==> src/rtl/core/iav_pkg.sv <==
// Package for the indexed array with shift insert block.
// Holds sizes, opcode and status codes, and the command struct for the cell row.
// No dependencies.
package iav_pkg;

	localparam int DEPTH      = 16;
	localparam int DATA_WIDTH = 32;
	localparam int IDX_W      = $clog2(DEPTH);
	localparam int CNT_W      = $clog2(DEPTH + 1);
	localparam int ROOM_W     = CNT_W + 1;
	localparam int OP_W       = 4;
	localparam int ST_W       = 2;

	typedef enum logic [OP_W-1:0] {
		OP_PUSH   = 4'd0,
		OP_POP    = 4'd1,
		OP_INSERT = 4'd2,
		OP_ERASE  = 4'd3,
		OP_READ   = 4'd4,
		OP_WRITE  = 4'd5,
		OP_FRONT  = 4'd6,
		OP_BACK   = 4'd7,
		OP_CLEAR  = 4'd8
	} op_t;

	typedef enum logic [ST_W-1:0] {
		ST_OK    = 2'd0,
		ST_RANGE = 2'd1,
		ST_EMPTY = 2'd2,
		ST_FULL  = 2'd3
	} status_t;

	typedef enum logic [2:0] {
		CELL_HOLD,
		CELL_PUSH,
		CELL_INSERT,
		CELL_ERASE,
		CELL_WRITE
	} cell_op_t;

	typedef struct packed {
		cell_op_t              op;
		logic [IDX_W-1:0]      pos;
		logic [CNT_W-1:0]      count;
		logic [DATA_WIDTH-1:0] value;
	} cell_cmd_t;

	typedef struct packed {
		status_t           status;
		logic              rd_en;
		logic [IDX_W-1:0]  rd_idx;
		logic [CNT_W-1:0]  count;
		logic [ROOM_W-1:0] room;
	} ctrl_res_t;

endpackage

==> src/rtl/core/iav_cell.sv <==
// One element cell of the shift row.
// Takes data from its own register, its left or right neighbor, or the beat value.
// Depends on iav_pkg.
module iav_cell (
	input  logic                          clk,
	input  logic [iav_pkg::IDX_W-1:0]     idx,
	input  iav_pkg::cell_cmd_t            cmd,
	input  logic [iav_pkg::DATA_WIDTH-1:0] left,
	input  logic [iav_pkg::DATA_WIDTH-1:0] right,
	output logic [iav_pkg::DATA_WIDTH-1:0] data
);
	import iav_pkg::*;

	logic [DATA_WIDTH-1:0] data_q;
	logic [CNT_W-1:0]      idx_c;
	logic [CNT_W-1:0]      pos_c;

	assign idx_c = CNT_W'(idx);
	assign pos_c = CNT_W'(cmd.pos);
	assign data  = data_q;

	always_ff @(posedge clk) begin
		unique case (cmd.op)
			CELL_PUSH: begin
				if (idx_c == cmd.count) data_q <= cmd.value;
			end
			CELL_INSERT: begin
				if (idx_c == pos_c) data_q <= cmd.value;
				else if (idx_c > pos_c && idx_c <= cmd.count) data_q <= left;
			end
			CELL_ERASE: begin
				if (idx_c >= pos_c && idx_c + CNT_W'(1) < cmd.count) data_q <= right;
			end
			CELL_WRITE: begin
				if (idx_c == pos_c) data_q <= cmd.value;
			end
			default: begin
				data_q <= data_q;
			end
		endcase
	end

endmodule

==> src/rtl/core/iav_ctrl.sv <==
// Size and capacity keeper of the array block.
// Checks each operation, drives the cell row command and the result fields.
// Depends on iav_pkg.
module iav_ctrl (
	input  logic                           clk,
	input  logic                           arst_n,
	input  logic                           accept,
	input  logic [iav_pkg::OP_W-1:0]       opcode,
	input  logic [iav_pkg::IDX_W-1:0]      position,
	input  logic [iav_pkg::DATA_WIDTH-1:0] value,
	output iav_pkg::cell_cmd_t             cmd,
	output iav_pkg::ctrl_res_t             res
);
	import iav_pkg::*;

	logic [CNT_W-1:0]  count_q;
	logic [ROOM_W-1:0] room_q;
	logic [ROOM_W-1:0] room_grow;
	logic [CNT_W-1:0]  count_dec;
	logic [ROOM_W-1:0] room_shrink;
	logic              in_range;
	logic              empty;
	logic              full;
	cell_op_t          cell_op;

	assign in_range  = CNT_W'(position) < count_q;
	assign empty     = count_q == '0;
	assign full      = count_q >= CNT_W'(DEPTH);
	assign count_dec = count_q - CNT_W'(1);

	always_comb begin
		if (ROOM_W'(count_q) == room_q) begin
			room_grow = (room_q == '0) ? ROOM_W'(1) : {room_q[ROOM_W-2:0], 1'b0};
		end else begin
			room_grow = room_q;
		end
		if ({count_dec, 2'b00} <= (CNT_W + 2)'(room_q)) begin
			room_shrink = {count_dec, 1'b0};
		end else begin
			room_shrink = room_q;
		end
	end

	always_comb begin
		cell_op        = CELL_HOLD;
		res.status     = ST_OK;
		res.rd_en      = 1'b0;
		res.rd_idx     = position;
		res.count      = count_q;
		res.room       = room_q;
		unique case (opcode)
			OP_PUSH: begin
				if (full) begin
					res.status = ST_FULL;
				end else begin
					cell_op   = CELL_PUSH;
					res.count = count_q + CNT_W'(1);
					res.room  = room_grow;
				end
			end
			OP_POP: begin
				if (empty) begin
					res.status = ST_EMPTY;
				end else begin
					res.count = count_dec;
					res.room  = room_shrink;
				end
			end
			OP_INSERT: begin
				if (!in_range) begin
					res.status = ST_RANGE;
				end else if (full) begin
					res.status = ST_FULL;
				end else begin
					cell_op   = CELL_INSERT;
					res.count = count_q + CNT_W'(1);
					res.room  = room_grow;
				end
			end
			OP_ERASE: begin
				if (!in_range) begin
					res.status = ST_RANGE;
				end else begin
					cell_op   = CELL_ERASE;
					res.count = count_dec;
					res.room  = room_shrink;
				end
			end
			OP_READ: begin
				if (!in_range) res.status = ST_RANGE;
				else res.rd_en = 1'b1;
			end
			OP_WRITE: begin
				if (!in_range) res.status = ST_RANGE;
				else cell_op = CELL_WRITE;
			end
			OP_FRONT: begin
				res.rd_idx = '0;
				if (empty) res.status = ST_EMPTY;
				else res.rd_en = 1'b1;
			end
			OP_BACK: begin
				res.rd_idx = count_dec[IDX_W-1:0];
				if (empty) res.status = ST_EMPTY;
				else res.rd_en = 1'b1;
			end
			OP_CLEAR: begin
				res.count = '0;
				res.room  = '0;
			end
			default: begin
				res.status = ST_OK;
			end
		endcase
	end

	assign cmd.op    = accept ? cell_op : CELL_HOLD;
	assign cmd.pos   = position;
	assign cmd.count = count_q;
	assign cmd.value = value;

	always_ff @(posedge clk or negedge arst_n) begin
		if (!arst_n) begin
			count_q <= '0;
			room_q  <= '0;
		end else if (accept) begin
			count_q <= res.count;
			room_q  <= res.room;
		end
	end

endmodule

==> src/rtl/core/indexed_array_with_shift_insert.sv <==
// Top level of the indexed array with shift insert block.
// Instantiates iav_ctrl and a row of iav_cell; depends on iav_pkg.
//
// Usage: each input beat on the s_ channel carries one operation (push, pop,
// insert, erase, read, write, front, back, clear). Each beat returns exactly one
// result beat on the m_ channel with status, read data, size, capacity and an
// empty flag.
// The result beat is registered and valid in the cycle after the input beat is taken.
// Throughput: one beat per cycle while the receiver does not stall. Insert and
// erase move every element at once through the cell row and do not stall the input.
// The output register parts the two sides: s_tready stays high while the held
// result is taken in the same cycle; when the receiver stalls, the result holds
// and s_tready drops until m_tready returns.
// Reset: size and capacity clear to zero and no result is pending. Element cells
// are not cleared; only entries below the size are ever read.
module indexed_array_with_shift_insert (
	input  logic        clk,
	input  logic        arst_n,
	input  logic        s_tvalid,
	output logic        s_tready,
	input  logic [39:0] s_tdata,  // opcode[3:0], position[7:4], value[39:8]
	output logic        m_tvalid,
	input  logic        m_tready,
	output logic [47:0] m_tdata   // status[1:0], read_data[33:2], count[38:34],
	                              // reserved_room[44:39], is_empty[45], zero[47:46]
);
	import iav_pkg::*;

	logic                  accept;
	cell_cmd_t             cmd;
	ctrl_res_t             res;
	logic [DATA_WIDTH-1:0] cell_data [DEPTH];
	logic [DATA_WIDTH-1:0] rd_data;
	logic                  out_valid_q;
	logic [47:0]           out_data_q;

	assign s_tready = !out_valid_q || m_tready;
	assign accept   = s_tvalid && s_tready;

	iav_ctrl u_ctrl (
		.clk      (clk),
		.arst_n   (arst_n),
		.accept   (accept),
		.opcode   (s_tdata[3:0]),
		.position (s_tdata[7:4]),
		.value    (s_tdata[39:8]),
		.cmd      (cmd),
		.res      (res)
	);

	for (genvar i = 0; i < DEPTH; i++) begin : g_cell
		logic [DATA_WIDTH-1:0] left;
		logic [DATA_WIDTH-1:0] right;
		if (i == 0) begin : g_first
			assign left = '0;
		end else begin : g_mid_l
			assign left = cell_data[i-1];
		end
		if (i == DEPTH - 1) begin : g_last
			assign right = '0;
		end else begin : g_mid_r
			assign right = cell_data[i+1];
		end
		iav_cell u_cell (
			.clk   (clk),
			.idx   (IDX_W'(i)),
			.cmd   (cmd),
			.left  (left),
			.right (right),
			.data  (cell_data[i])
		);
	end

	assign rd_data = res.rd_en ? cell_data[res.rd_idx] : '0;

	always_ff @(posedge clk or negedge arst_n) begin
		if (!arst_n) begin
			out_valid_q <= 1'b0;
		end else if (accept) begin
			out_valid_q <= 1'b1;
		end else if (m_tready) begin
			out_valid_q <= 1'b0;
		end
	end

	always_ff @(posedge clk) begin
		if (accept) begin
			out_data_q <= {2'b00, (res.count == '0), res.room, res.count, rd_data, res.status};
		end
	end

	assign m_tvalid = out_valid_q;
	assign m_tdata  = out_data_q;

endmodule

==> config.mk <==
export PLATFORM = sky130hd
export DESIGN_NAME = indexed_array_with_shift_insert
export DESIGN_NICKNAME = d
export VERILOG_FILES = /design/src/rtl/core/iav_pkg.sv /design/src/rtl/core/iav_cell.sv /design/src/rtl/core/iav_ctrl.sv /design/src/rtl/core/indexed_array_with_shift_insert.sv
export SDC_FILE = /design/constraint.sdc
export NUM_CORES = 2
export LEC_CHECK = 0
export BUFFER_PORTS_ARGS = -buffer_cell sky130_fd_sc_hd__clkbuf_2
export CELL_PAD_IN_SITES_DETAIL_PLACEMENT = 2
export CELL_PAD_IN_SITES_GLOBAL_PLACEMENT = 2
export CORE_ASPECT_RATIO = 1.1
export CORE_MARGIN = 3
export CORE_UTILIZATION = 35
export DETAILED_ROUTE_END_ITERATION = 12
export GPL_TIMING_DRIVEN = 0
export MAX_ROUTING_LAYER = met4
export PLACE_DENSITY_LB_ADDON = 0.1
export SETUP_SLACK_MARGIN = 0.3
export SLEW_MARGIN = 20
export SYNTH_ARGS = -nofsm -noshare
export SYNTH_HDL_FRONTEND = slang
export SYNTH_SLANG_ARGS = --single-unit
==> constraint.sdc <==
create_clock -name clk -period 12 [get_ports clk]
set_input_delay 0.6 -clock clk [delete_from_list [all_inputs] [get_ports clk]]
set_output_delay 0.6 -clock clk [all_outputs]
set_load 0.03 [all_outputs]
After elaboration in Yosys (flattened, before gate mapping):

Cells that the tools add are included.

* bits in registers: 570
* bits of input ports: 44
* output and inout bits: 50
* word-level logic and storage cells: 385

* add/subtract/negate cells: 2
* order comparisons: 68
* eq/ne operators: 107
* muxes and demuxes: 125
* bitwise gates (word level): 1
* reduce and logical (&&, ||, !) cells: 61

Operators with widths (count)
* two-way mux 32 bit: 82
* case mux 32 bit (4 select lines): 16
* binary-select mux 32 bit (select 4 bit): 1
* inequality test 2 x 1 -> 1 bit (second input constant): 47
* AND reduction 5 bit: 16
* case mux 11 bit (5 select lines): 1
* inequality test 3 x 1 -> 1 bit (second input constant): 16
* two-way mux 11 bit: 4
* equality test 4 x 5 -> 1 bit (first input constant): 8
* less-or-equal comparator 4 x 5 -> 1 bit (first input constant): 8
* < comparator 4 x 5 -> 1 bit (first input constant): 8
* logical AND 1 bit: 33
* equality test 4 bit (first input constant): 8
* >= comparator 4 bit (first input constant): 8
* greater-than comparator 4 bit (first input constant): 8
* equality test 3 x 5 -> 1 bit (first input constant): 4
* less-or-equal comparator 3 x 5 -> 1 bit (first input constant): 4
* < comparator 3 x 5 -> 1 bit (first input constant): 4
* two-way mux 6 bit: 3
* equality test 3 x 4 -> 1 bit (first input constant): 4
* equality test 4 x 3 -> 1 bit (second input constant): 4
* >= comparator 3 x 4 -> 1 bit (first input constant): 4
* greater-than comparator 3 x 4 -> 1 bit (first input constant): 4
* zero test 5 bit: 3
* other kinds (42): 66

Depth between registers and ports, before layout:

* word-level depth: 8
* gate-level depth with buffers: 12

By module:

A second synthesis with hierarchy kept.

* cells, all modules: 4067
* area total of the unflattened synthesis: 41396.0 sq um

By module, submodules not included
* iav_cell (g_cell[10].u_cell ...): times used 11, cells each 202, area each 2094.5 sq um, sequential area each 960.9 sq um
* iav_cell (g_cell[6].u_cell ...): times used 4, cells each 200, area each 2112.0 sq um, sequential area each 960.9 sq um
* indexed_array_with_shift_insert: times used 1, cells each 604, area each 5977.0 sq um, sequential area each 1406.3 sq um
* iav_cell (g_cell[0].u_cell): times used 1, cells each 198, area each 2067.0 sq um, sequential area each 960.9 sq um
* iav_ctrl: times used 1, cells each 243, area each 1864.3 sq um, sequential area each 275.3 sq um

Worst setup path after synthesis:

Ideal clock, no wire load.

* path kind: register to register
* start point: reg u_ctrl.count_q[2]
* end point: reg g_cell[10].u_cell.data_q[0] (enable)
* setup time: 0.474 ns
* data arrival time: 5.199 ns
* setup slack: 6.327 ns
* cell stages (with the launch flop): 12
* buffers on the path: 3
* path through: dfrtp_1 clkbuf_1 inv_1 ha_1 nor3_1 nor3_1 a2111oi_4 nor2_2 buf_2 clkbuf_1 o21ai_0 a221oi_1

* cells in the longest elaborated chain, start to end: 8

RTL lines
* from (decl): line iav_ctrl.sv:16 `logic [CNT_W-1:0] count_q;`
* from (signal assigned): line iav_ctrl.sv:127 `count_q <= res.count;`
* >= comparator 5 bit: line iav_ctrl.sv:28 `assign full = count_q >= CNT_W'(DEPTH);`
* two-way mux 2 bit: line iav_ctrl.sv:72 `end else if (full) begin`
* two-way mux 3 bit: line iav_ctrl.sv:70 `if (!in_range) begin`
* case mux 3 bit (4 select lines): line iav_ctrl.sv:51 `unique case (opcode)`
* two-way mux 3 bit: line iav_ctrl.sv:117 `assign cmd.op = accept ? cell_op : CELL_HOLD;`
* equality test 3 x 2 -> 1 bit (tied with other cells): line iav_cell.sv:23 `unique case (cmd.op)`
* inequality test 3 x 1 -> 1 bit (no line) (tied with other cells)
* AND reduction 5 bit (no line) (*)
* to (signal assigned): line iav_cell.sv:25 `if (idx_c == cmd.count) data_q <= cmd.value;`
* to (signal assigned): line iav_cell.sv:28 `if (idx_c == pos_c) data_q <= cmd.value;`
* to (signal assigned): line iav_cell.sv:29 `else if (idx_c > pos_c && idx_c <= cmd.count) data_q <= left;`
* to (decl): line iav_cell.sv:14 `logic [DATA_WIDTH-1:0] data_q;`

Mark *: on every way between the ends. The rest lies on a longest branch, timed or not.
A chain may end at the register's enable or synchronous reset.

Worst setup path in the final report:

* start point: reg u_ctrl.count_q[2]
* end point: reg g_cell[12].u_cell.data_q[15] (enable)

* cells in the longest elaborated chain, start to end: 8

RTL lines (line)
* >= comparator 5 bit: iav_ctrl.sv:28
* two-way mux 2 bit: iav_ctrl.sv:72
* two-way mux 3 bit: iav_ctrl.sv:70
* case mux 3 bit (4 select lines): iav_ctrl.sv:51
* two-way mux 3 bit: iav_ctrl.sv:117
* equality test 3 x 2 -> 1 bit (tied with other cells): iav_cell.sv:23
* inequality test 3 x 1 -> 1 bit (no line) (tied with other cells)
* AND reduction 5 bit (no line) (*)
* to (signal assigned): iav_cell.sv:25
* to (signal assigned): iav_cell.sv:28
* to (signal assigned): iav_cell.sv:29
* to (decl): iav_cell.sv:14

Marked as above.

==> summary.txt <==
outcome: complete, no violations
Synth Area in XOR/XNOR: 0.213%
CP max-delay cell: a222oi_1
clk_skew: 0.0300 ns
synthesized area per cell: 11.2 µm²
Buf+Inv Stages, Crit Path: 11
kind of end point of the critical path: flop
#FFs+latches synth: 570
vias in the first global route: 35.5k
die area: 0.0978 mm²
final std cells w/o fill: 4,473
final setup fails: 0
routed wl met2: 99,400 µm
nets@finish: 3,209
Worst-path clk slew: 0.06 ns
Max IR drop VDD: 0.0926 mV
DP Cell Count: 4,327
Longest Clk Path Bufs: 3
synthesized area: 0.0329 mm²
complex-gate fraction of the synthesized area: 32.1%
I/O Buffers: 61
worst hold slack: 0.163 ns
utilization after layout: 41.2%
CP Launch Type: flop
via count: 35.4k
H-tree lvl count: 3
Max Cap Violations: 0
commonest cells after routing, fill and taps aside: edfxtp_1, o22ai_1, a2bb2oi_1
Worst Tran Pin Value: 1.35 ns
CTS tree: done
Worst-Skew Late Latency: 0.67 ns
final hold vios: 0
Routed Wire Length: 232,000 µm
Worst Path Required: 12.36 ns
top cell type's share of synthesized area: 50.9%
CP Class: reg2reg
M1 WL: 84,300 µm
number of flops mapped to enable cells by yosys: 558
Sink Count: 570
area of the core: 0.0930 mm²
Simple-Gate Fraction of Synth Area: 9.70%
post-synthesis adder-cell area fraction: 0.456%
row cnt: 117
Yosys top cell by area: edfxtp_1
DRC viols: 0
min Tclk post-route: 6.28 ns
chip width: 299 µm
routed wl met3: 28,700 µm
Synth Warn #: 0
Die Y: 328 µm
hpwl dp: 165,000 µm
post-CTS resize count: 0
Initial Util: 35.4%
CP max stage delay: 0.65 ns
CP dominant cell by count: buf_2
initial antenna violation count: 19
first-pass GRT wire length: 310,000 µm
highest clock rate: 0.159 GHz
largest family of logic cells by synthesized area: compound AO/OA/AOI/OAI gates
Post-synth ARST share: 2.11%
Unique masters post-synth: 77
Tcrit/Tclk final: 52.3%
Pins Over Slew Limit: 0
via/cell ratio: 7.92
synth top area cells: edfxtp_1, a2bb2oi_1, o22ai_1, a211oi_1, and3_1
GRT Overall Usage: 47.4%
cells after synthesis: 2,938
gr ovfl total: 0
TNS Setup: 0 ns
root buf cell: clkbuf_16
Pre-Repair DR Iteration Count: 6
kind of cell adding the most delay to the critical path: buffers and inverters
sequential-to-total area share from yosys stat: 51.8%
dominant synthesized flop cell: edfxtp_1
cts bufs inserted: 71
commonest non-fill, non-tap cell in the layout: edfxtp_1
Max Used Layer: met4
GP Congestion: 1.01
I/O Pins: 94
pwr dens: 163 mW/mm²
share of layout cells above drive strength 1: 15.4%
Worst Hold Class: in2reg
Initial DRC Count: 5,745
slew margin rel.: 9.94%
worst-path maximum fanout: 10
crit path DAT: 6.64 ns
pin count of the biggest net entering global routing: 29
RSZ-0062 raised after global routing: false
leakage power: 13.4 nW
WL/cell: 51.9 µm
mux cell area share after synthesis: 0.137%
synthesis-to-layout area growth: 16.2%
CP Cell Sequence: clkbuf_1, inv_1, ha_1, nor3_1, or3_1, clkbuf_1, o211ai_1, nand2_1, buf_2, buf_2, o21ai_0, a222oi_1, buf_2, clkdlybuf4s18_2, buf_2, clkdlybuf4s18_2, buf_2, buf_2
ANT nets after route: 0
==> metrics by stage <==
| step | cell area, µm² | worst slack [ns] | total power, mW |
|---|---|---|---|
| after CTS | 38200 | 5.95 | 6.15 |
| after global placement | 34800 | -0.109 | 3.95 |
| final | 38300 | 5.72 | 6.25 |
| after floorplan | 32900 | 6.33 | 3.27 |
| after global routing | 38300 | 5.56 | 6.34 |
| after detailed placement | 36000 | 5.99 | 4.02 |
==> area by class of cell <==
cell class | instances | area, µm²
Antenna cell | 25 | 62.6
Buffer | 408 | 1860
Clock buffer | 85 | 1860
Clock inverter | 34 | 340
Fill cell | 9678 | 54700
Inverter | 13 | 48.8
Multi-Input combinational cell | 1948 | 14300
Sequential cell | 570 | 17100
Tap cell | 1249 | 1560
Timing Repair Buffer | 141 | 1180
==> kinds of logic after synthesis <==
family / after synthesis
adder cells (fa/ha/maj): 12
AND/OR/NAND/NOR: 534
AO/OA/AOI/OAI: 1388
multiplexers: 4
flip-flops: 570
XOR/XNOR: 8
buffers and inverters: 421
other: 1
==> cell usage after synthesis (5+ instances only) <==
library cell,number
edfxtp_1,558
o22ai_1,418
a2bb2oi_1,384
a211oi_1,261
and3_1,259
clkbuf_1,216
buf_2,133
a22o_1,70
or4_1,65
nand2_1,46
buf_1,41
a21oi_1,36
a22oi_1,35
nand2b_1,35
nor2_1,34
o2bb2ai_1,33
nand3_1,32
o221a_2,25
o21ai_0,23
a221oi_1,16
nor3_1,15
a31oi_1,12
dfrtp_1,12
ha_1,12
inv_1,12
a21o_1,9
buf_6,9
nor4_1,8
o31ai_1,8
nor2b_1,7
o221a_1,7
or3_1,7
xor2_1,7
buf_4,6
o21a_1,6
o21bai_1,5
o31a_1,5
==> report_power, final <==
part	switching, mW	internal (mW)	leakage [nW]
Sequential	0.0878	2.31	5.23
Clock	0.971	1.21	1.07
Combinational	1.20	0.466	7.09
==> flip-flops by register name, indices dropped and copies added, names as in the netlist <==
| name | flops |
|---|---|
| g_cell.u_cell.data | 512 |
| m_tdata | 46 |
| m_tvalid | 1 |
| u_ctrl.count_q | 5 |
| u_ctrl.room_q | 6 |
==> what timing repair did <==
| item | 4_1_cts | 5_1_grt |
|---|---|---|
| setup endpoints to repair | 0 | 0 |
| setup buffers | 0 | 0 |
| endpoints found under the hold margin | 12 | 0 |
| hold buffers | 1 | 0 |
==> final timing paths <==
path	to	slack [ns]	startpoint	cells past startpoint
min	m_tvalid	0.16	s_tvalid	2
min reg2reg	u_ctrl.room_q[5]	0.52	u_ctrl.room_q[5]	1
max	g_cell[12].u_cell.data[15]	5.72	u_ctrl.count_q[2]	18
min in group asynchronous	m_tvalid	0.41	arst_n	2
max reg2reg	g_cell[12].u_cell.data[15]	5.72	u_ctrl.count_q[2]	18
max in group asynchronous	u_ctrl.room_q[5]	11.28	arst_n	2
==> routing by layer <==
metal  vias to the layer above  global-route usage (%)
met5                         -                       -
met4                         0                    33.7
met3                      1005                    14.6
met2                      3286                    68.3
met1                     18300                    56.4
li1                      12800                       -
Note: power is estimated with default switching activity, not from simulation.
